File: src/ffba_pkg.sv
// ----------------------------------------------------------------------------
// ffba_pkg: shared types and constants for the first-fit block allocator
// Item layouts, table entry, cell command, status and register codes.
// ----------------------------------------------------------------------------
package ffba_pkg;

  localparam int unsigned MaxBlocksDefault   = 64;
  localparam int unsigned HeaderBytesDefault = 16;

  localparam int unsigned SizeW  = 24;
  localparam int unsigned AddrW  = 32;
  localparam int unsigned LimitW = 25;
  localparam int unsigned PaddrW = 3;

  localparam logic [LimitW-1:0] LimitCap   = 25'd16777216;
  localparam logic [LimitW-1:0] LimitReset = 25'd1048576;

  typedef enum logic {
    OP_ALLOC   = 1'b0,
    OP_RELEASE = 1'b1
  } op_e;

  typedef enum logic [2:0] {
    ST_OK        = 3'd0,
    ST_ZERO_SIZE = 3'd1,
    ST_NO_MEMORY = 3'd2,
    ST_UNKNOWN   = 3'd3,
    ST_NULL_FREE = 3'd4
  } status_e;

  typedef enum logic {
    REG_HEAP_BASE  = 1'b0,
    REG_HEAP_LIMIT = 1'b1
  } cfg_reg_e;

  typedef struct packed {
    logic             operation;
    logic [SizeW-1:0] request_size;
    logic [AddrW-1:0] block_address;
  } in_item_t;

  typedef struct packed {
    logic [AddrW-1:0] payload_address;
    logic [2:0]       status;
  } out_item_t;

  typedef struct packed {
    logic             free;
    logic [SizeW-1:0] size;
  } entry_t;

  // broadcast to every cell; indexes travel beside it
  typedef struct packed {
    logic             wr_en;
    logic             wr_free;
    logic [SizeW-1:0] wr_size;
    logic             del_en;
    logic             scan_load;
    logic             scan_shift;
  } cell_cmd_t;

endpackage

File: src/ffba_cell.sv
// ----------------------------------------------------------------------------
// ffba_cell: one table slot of the allocator
// Holds one block entry and one scan copy; closes gaps by taking its
// neighbor's entry and streams the scan copy toward slot zero.
// ----------------------------------------------------------------------------
module ffba_cell #(
  parameter int unsigned IdxW = 6,
  parameter int unsigned Idx  = 0
) (
  input  logic               clk_i,
  input  ffba_pkg::cell_cmd_t cmd_i,
  input  logic [IdxW-1:0]    wr_idx_i,
  input  logic [IdxW-1:0]    del_idx_i,
  input  ffba_pkg::entry_t   next_entry_i,
  input  ffba_pkg::entry_t   next_scan_i,
  output ffba_pkg::entry_t   entry_o,
  output ffba_pkg::entry_t   scan_o
);
  import ffba_pkg::*;

  localparam logic [IdxW-1:0] MyIdx = IdxW'(Idx);

  entry_t entry_q, entry_d;
  entry_t scan_q, scan_d;

  always_comb begin
    entry_d = entry_q;
    if (cmd_i.del_en && (MyIdx >= del_idx_i)) begin
      entry_d = next_entry_i;
    end else if (cmd_i.wr_en && (MyIdx == wr_idx_i)) begin
      entry_d.free = cmd_i.wr_free;
      entry_d.size = cmd_i.wr_size;
    end
  end

  always_comb begin
    scan_d = scan_q;
    if (cmd_i.scan_load) begin
      scan_d = entry_q;
    end else if (cmd_i.scan_shift) begin
      scan_d = next_scan_i;
    end
  end

  always_ff @(posedge clk_i) begin
    entry_q <= entry_d;
    scan_q  <= scan_d;
  end

  assign entry_o = entry_q;
  assign scan_o  = scan_q;

endmodule

File: config.mk
export PLATFORM = sky130hd
export DESIGN_NAME = ffba_cell
export DESIGN_NICKNAME = d
export VERILOG_FILES = /design/src/ffba_pkg.sv /design/src/ffba_cell.sv
export SDC_FILE = /design/constraint.sdc
export NUM_CORES = 1
export LEC_CHECK = 0
export BUFFER_PORTS_ARGS = -buffer_cell sky130_fd_sc_hd__buf_2
export CAP_MARGIN = 40
export CORE_ASPECT_RATIO = 2
export CORE_MARGIN = 3
export CORE_UTILIZATION = 42
export DETAILED_ROUTE_END_ITERATION = 8
export GPL_TIMING_DRIVEN = 1
export HOLD_SLACK_MARGIN = 0.03
export MAX_ROUTING_LAYER = met4
export PLACE_DENSITY = 0.79
export SYNTH_ARGS = -nofsm -noshare
export SYNTH_HDL_FRONTEND = slang
export SYNTH_SLANG_ARGS = --single-unit
File: constraint.sdc
create_clock -name clk_i -period 4.7 [get_ports clk_i]
set_input_delay 0.47 -clock clk_i [delete_from_list [all_inputs] [get_ports clk_i]]
set_output_delay 0.47 -clock clk_i [all_outputs]
set_load 0.005 [all_outputs]
== Word-level counts from Yosys, hierarchy flattened ==
Cells that the tools add are included.

* Word-level logic and storage cells: 14
* Bits in registers: 50

* $lt $le $gt $ge: 1
* Reductions and logical operators: 5
* Muxes and demuxes: 4

{| class="wikitable"
|+ Operators with widths
! kind !! count
|-
| 25-bit two-way mux || 4
|-
| 1-bit by 6-bit greater-or-equal comparator with 1-bit output, first input constant || 1
|-
| 6-bit logical NOT || 1
|-
| 2-bit nonzero test || 2
|-
| 1-bit logical AND || 2
|}

== Logic depth before layout (Yosys ltp) ==
Gate-level depths: netlist of the first run.

* Depth in word-level cells: 4
* Gate-level depth with buffers: 4
* Mapped depth without buffers: 3

== Worst setup path after synthesis of the first run ==
No wires, ideal clock.

* Path kind: in2reg
* Start: input wr_idx_i[2]
* End: register entry_q, in the netlist entry_o[0] (enable)
* Buffers on the path: 0
* Arrival: 3.762 ns
* Setup slack: 0.459 ns
* Library setup time: 0.478 ns
* Stages: 2
* Required time: 4.222 ns
* Path through: or4b_2 > o41ai_1

* Word-level cells in the longest chain between the ends: 3

{| class="wikitable"
|+ Ends and longest elaborated chain
! item !! RTL line !! text
|-
| start, declared || ffba_cell.sv:12 || <nowiki>input logic [IdxW-1:0] wr_idx_i,</nowiki>
|-
| 6-bit logical NOT || ffba_cell.sv:30 || <nowiki>end else if (cmd_i.wr_en && (MyIdx == wr_idx_i)) begin</nowiki>
|-
| 1-bit logical AND || ffba_cell.sv:30 ||
|-
| 2-bit nonzero test (no source line) || n/a ||
|-
| end signal, assigned || ffba_cell.sv:46 || <nowiki>entry_q <= entry_d;</nowiki>
|-
| end, declared || ffba_cell.sv:23 || <nowiki>entry_t entry_q, entry_d;</nowiki>
|}

No other way between the ends.
A chain may end at the register's enable or synchronous reset.

== Worst setup path in the final report of the first run ==
* Start: input del_idx_i[5]
* End: register entry_q, in the netlist entry_o[14] (enable)

* Word-level cells in the longest chain between the ends: 3

{| class="wikitable"
|+ Ends and longest elaborated chain
! item !! RTL line !! text
|-
| start, declared || ffba_cell.sv:13 || <nowiki>input logic [IdxW-1:0] del_idx_i,</nowiki>
|-
| 1-bit by 6-bit greater-or-equal comparator with 1-bit output || ffba_cell.sv:28 || <nowiki>if (cmd_i.del_en && (MyIdx >= del_idx_i)) begin</nowiki>
|-
| 1-bit logical AND || ffba_cell.sv:28 ||
|-
| 2-bit nonzero test (no source line) || n/a ||
|}

No other way between the ends.

==> run metrics, run 1 <==
status finished clean; Rel. slew slack 61.2%; Vias 1513; reg2reg path depth 1; simple-gate area share of the yosys netlist 2.24%; Routed met2 length 2860 um; post-synthesis sequential element count 50; DIE HEIGHT 109 um; total track usage 15.9%; largest net degree at the start of global routing 27; met1 WL 1510 um; DP Wirelength a little over 4000 um; Worst EP required 4680 ps; CTS tree done; Hold Slack around 460 ps; Setup crit start kind primary input; crit-path max cell delay 420 ps; Post-Synth XOR/XNOR Area 0%; routed wire length 4970 um; postcts setup bufs 0; die area approximately 6300 um2; overall power 846 uW; Pins Over Slew Limit 0; hold_buf cts 0; Worst VDD drop 0.000255 V; post_cts resized 0; Die Wd 57.5 um; Setup crit end kind flip-flop; WHS Path Cells 2; CTS root buf clkbuf_8; endpoints failing hold 0; Seq/Total Area, Yosys between 60% and 70%; Initial DRT Pass Iterations 4; row cnt 36; mapped cell area roughly 2200 um2; syn avg cell area 20.1 um2; Final Cycle Share 39.8%; met3 WL post-DR 382 um; Max-cap violations 0; fmax 0.535 GHz; CTS Sinks 50; post-synthesis adder-cell area fraction 0%; H-tree levels 2; Max stage delay cell, worst path nand3_4; RSZ-0062 raised after global routing false; share of layout cells above drive strength 1 79.2%; final setup fails 0; io pins around 140; Num CTS Buffers 5; main combinational cell family by area after synthesis multiplexers; Post-Syn Instances 111; Final Skew 7.79 ps; Initial Utilization 44.6%; highest metal used met4; IO buf count roughly 140; first-pass GRT wire length 7040 um; Synth Net Count 203; via/cell ratio 4.85; crit path max fanout 26; leakage 1.40 nW; Remaining DRCs 0; initial antenna violation count 0; Power Dens Cells 276 nW/um2; final core utilization between 60% and 70%; RD Place Congestion about 0.84; CTS clk-pin slew, worst paths around 80 ps; Syn. warnings 0; clock insertion delay at the later pin of the skew report 300 ps; WP buf/inv 2; post-synthesis compound-gate area fraction less than 1%; total gr overflow 0; post-route ant nets 0; core area 5000 um2; post-synthesis mux area share 28.4%; clock buffer depth 2; crit path cell chain buf_2, nor4_2, nand3_4, o41ai_2, buf_4; setup tns final 0 ps; nets between 300 and 400; critical setup path kind in -> reg; Area growth, synth to finish 37.3%; Crit path max-delay family simple AND/OR/NAND/NOR gates; Hold Crit Class in -> reg; drt first-iter violations 39; number of library cell types mapped by synthesis 12; antenna cell count 0; WL/cell 15.9 um; arrival time at the worst endpoint approximately 1900 ps; worst-margin pin slew 582 ps; vias in the first global route 1536; Tmin final between 1500 and 2000 ps; Levels on crit path 5
## stage by stage
stage / worst slack [ps] / cell area (um2) / cells
after floorplan: 459 / 2230 / 111
after global placement: 2550 / 2990 / 305
after detailed placement: 2500 / 2990 / 305
after CTS: 2810 / 3060 / 312
after global routing: 2720 / 3060 / 312
final: 2830 / 3060 / 312
## layout by cell type (no fill, tap or decap), drive strengths merged
cell      n
mux2     50
nor2      1
buf     142
clkbuf    7
or4b      1
or2       1
nor4      1
nand3     1
o41ai     1
edfxtp   50
## state kept, by name (all words and copies together) (netlist names)
signal / cells
entry_o: 25
scan_o: 25
## synthesized netlist by cell type, drive strengths merged
master  number  area (um2)
nor4         1        12.5
or2          1        6.26
o41ai        1        8.76
clkbuf       1        3.75
nand3        1        17.5
mux2        50         634
buf          4        32.5
edfxtp      50        1500
or4b         1        10.0
nor2         1        3.75
## layout make-up
class / instances / area, um2
well taps: 57 / 71.3
flip-flops and latches: 50 / 1500
clock buffers: 7 / 76.3
multi-input cells: 56 / 701
fillers: 405 / 1940
repair buffers: 142 / 713
## per-layer routing
layer / GRT usage (%) / vias to the layer above
met5: - / -
met2: 27.7 / 87
met4: 12.6 / 0
li1: - / 724
met1: 15.2 / 686
met3: 2.13 / 16
## cell families after synthesis
family,after synthesis
buffers and inverters,5
and+or+nand+nor,5
AOI/OAI and AO/OA,1
DFF,50
muxes,50
## final timing paths
kind,start,endpoint,slack [ps]
min,next_scan_i[7],scan_o[7],460
max,del_idx_i[5],entry_o[14],2830
max reg2reg,entry_o[23],scan_o[23],3770
min reg2reg,entry_o[4],scan_o[4],580
## power breakdown
group	switching [mW]	total [mW]	internal (mW)	leakage [nW]
clock	0.122	0.225	0.102	0.0383
sequential	0.00539	0.518	0.513	0.480
combinational	0.0377	0.103	0.0651	0.883
Note: power is estimated with default switching activity, not from simulation.
==> inputs of run 2 (changes only) <==
CORE_UTILIZATION = 38   (was 42)
PLACE_DENSITY = 0.76   (was 0.79)
clock period = 1.7 ns   (was 4.7 ns; I/O delays follow)
==> run metrics, run 2 (synthesis results as in run 1) <==
status finished clean (unchanged); crit path max fanout 25 (was 26); Vias 1502 (was 1513); DP Wirelength 4240 um (was 4110 um); share of layout cells above drive strength 1 79.9% (was 79.2%); H-tree levels 2 (unchanged); drt first-iter violations 31 (was 39); antenna cell count 0 (unchanged); Post-Place Cells 311 (was 305); Worst VDD drop 0.000729 V (was 0.000255 V); total gr overflow 0 (unchanged); Final Instance Count excl. Fillers 319 (was 312); Final Skew 7.38 ps (was 7.79 ps); Max-cap violations 0 (unchanged); Area growth, synth to finish 40.7% (was 37.3%); core area 5560 um2 (was 5000 um2); Setup crit end kind flip-flop (unchanged); clock insertion delay at the later pin of the skew report 300 ps (about the same); Initial DRT Pass Iterations 4 (unchanged); total track usage 15.7% (was 15.9%); largest net degree at the start of global routing 27 (unchanged); Hold Slack 160 ps (was 465 ps); Tmin final around 1400 ps; row cnt 38 (was 36); initial antenna violation count 0 (unchanged); die area 6880 um2 (was 6280 um2); postcts setup bufs 0 (unchanged); Power Dens Cells 762 nW/um2 (was 276 nW/um2); routed wire length 5180 um (was 4970 um); setup tns final 0 ps (unchanged); clock buffer depth 2 (unchanged); nets 350 (was 347); arrival time at the worst endpoint 1380 ps (was 1850 ps); first-pass GRT wire length 7590 um (was 7040 um); final core utilization 56.4% (was 61.3%); post_cts resized 0 (unchanged); Rel. slew slack 60.5% (was 61.2%); io pins 142 (unchanged); WL/cell 16.2 um (was 15.9 um); commonest non-fill, non-tap cell in the layout buf_2 (unchanged); RD Place Congestion 0.787 (was 0.844); via/cell ratio 4.71 (was 4.85); fmax 0.725 GHz; Hold Crit Class in -> reg (unchanged); fill count 474 (was 405); leakage 1.45 nW (was 1.40 nW); Initial Utilization 40.1% (was 44.6%); post-route ant nets 0 (unchanged); final setup fails 0 (unchanged); Remaining DRCs 0 (unchanged); Final Cycle Share slightly above 80%; RSZ-0062 raised after global routing false (unchanged); DIE HEIGHT 114 um (was 109 um); hold_buf cts 0 (unchanged); endpoints failing hold 0 (unchanged); Num CTS Buffers 5 (unchanged); Pins Over Slew Limit 0 (unchanged); critical setup path kind in -> reg (unchanged); CTS Sinks 50 (unchanged); Setup crit start kind primary input (unchanged); Die Wd 60.2 um (was 57.5 um); worst-margin pin slew 593 ps (was 582 ps); Worst EP required 1710 ps (was 4680 ps); IO buf count 141 (unchanged); vias in the first global route 1640 (was 1536); overall power 2.39 mW (was 846 uW); commonest cells after routing, fill and taps aside buf_2, edfxtp_1, mux2_2 (unchanged); CTS tree done (unchanged); CTS clk-pin slew, worst paths 90 ps (was 80 ps); CTS root buf clkbuf_8 (unchanged)
run 2: worst paths after layout:
| kind | startpoint | end | slack, ps | depth (start not counted) |
|---|---|---|---|---|
| worst max-delay path | wr_idx_i[2] | entry_o[3] | 320 | 4 |
| worst min-delay path | cmd_i[20] | entry_o[17] | 160 | 2 |
| worst max register to register | entry_o[12] | scan_o[12] | 750 | 1 |
| worst min register to register | entry_o[0] | scan_o[0] | 580 | 1 |
run 2: area by class of cell:
class,instances,area (um2),share of cell area [%]
Clock buffer,6,72.6,2.31
Timing Repair Buffer,145,761,24.2
Clock inverter,2,13.8,0.438
Sequential cell,50,1500,47.8
Multi-Input combinational cell,56,716,22.8
Tap cell,60,75.1,2.39
run 2: metal layers:
metal  global-route usage [%]  part of all wire, %  up-vias
li1                         -                    -      730
met1                     14.8                   31      681
met2                     30.0                   59       84
met3                     3.84                  8.1        7
met4                     3.99                 0.98        0
met5                        -                    0        -
run 2: worst max-delay path, stage by stage:
cell     delay, ps
buf_2          100
or4b_4         530
o41ai_4        350
buf_12         230
run 2: through the flow:
stage,setup slack [ps],instance area [um2]
after floorplan,-409,2250
after global placement,16.3,3050
after detailed placement,-4.65,3050
after CTS,326,3140
after global routing,303,3140
final,321,3140
run 2: power by group:
group	internal, mW	switching [mW]	total (mW)	leakage, nW
Sequential	1.42	0.0135	1.43	0.480
Clock	0.291	0.377	0.668	0.0452
Combinational	0.185	0.107	0.292	0.921
Total	1.89	0.497	2.39	1.45
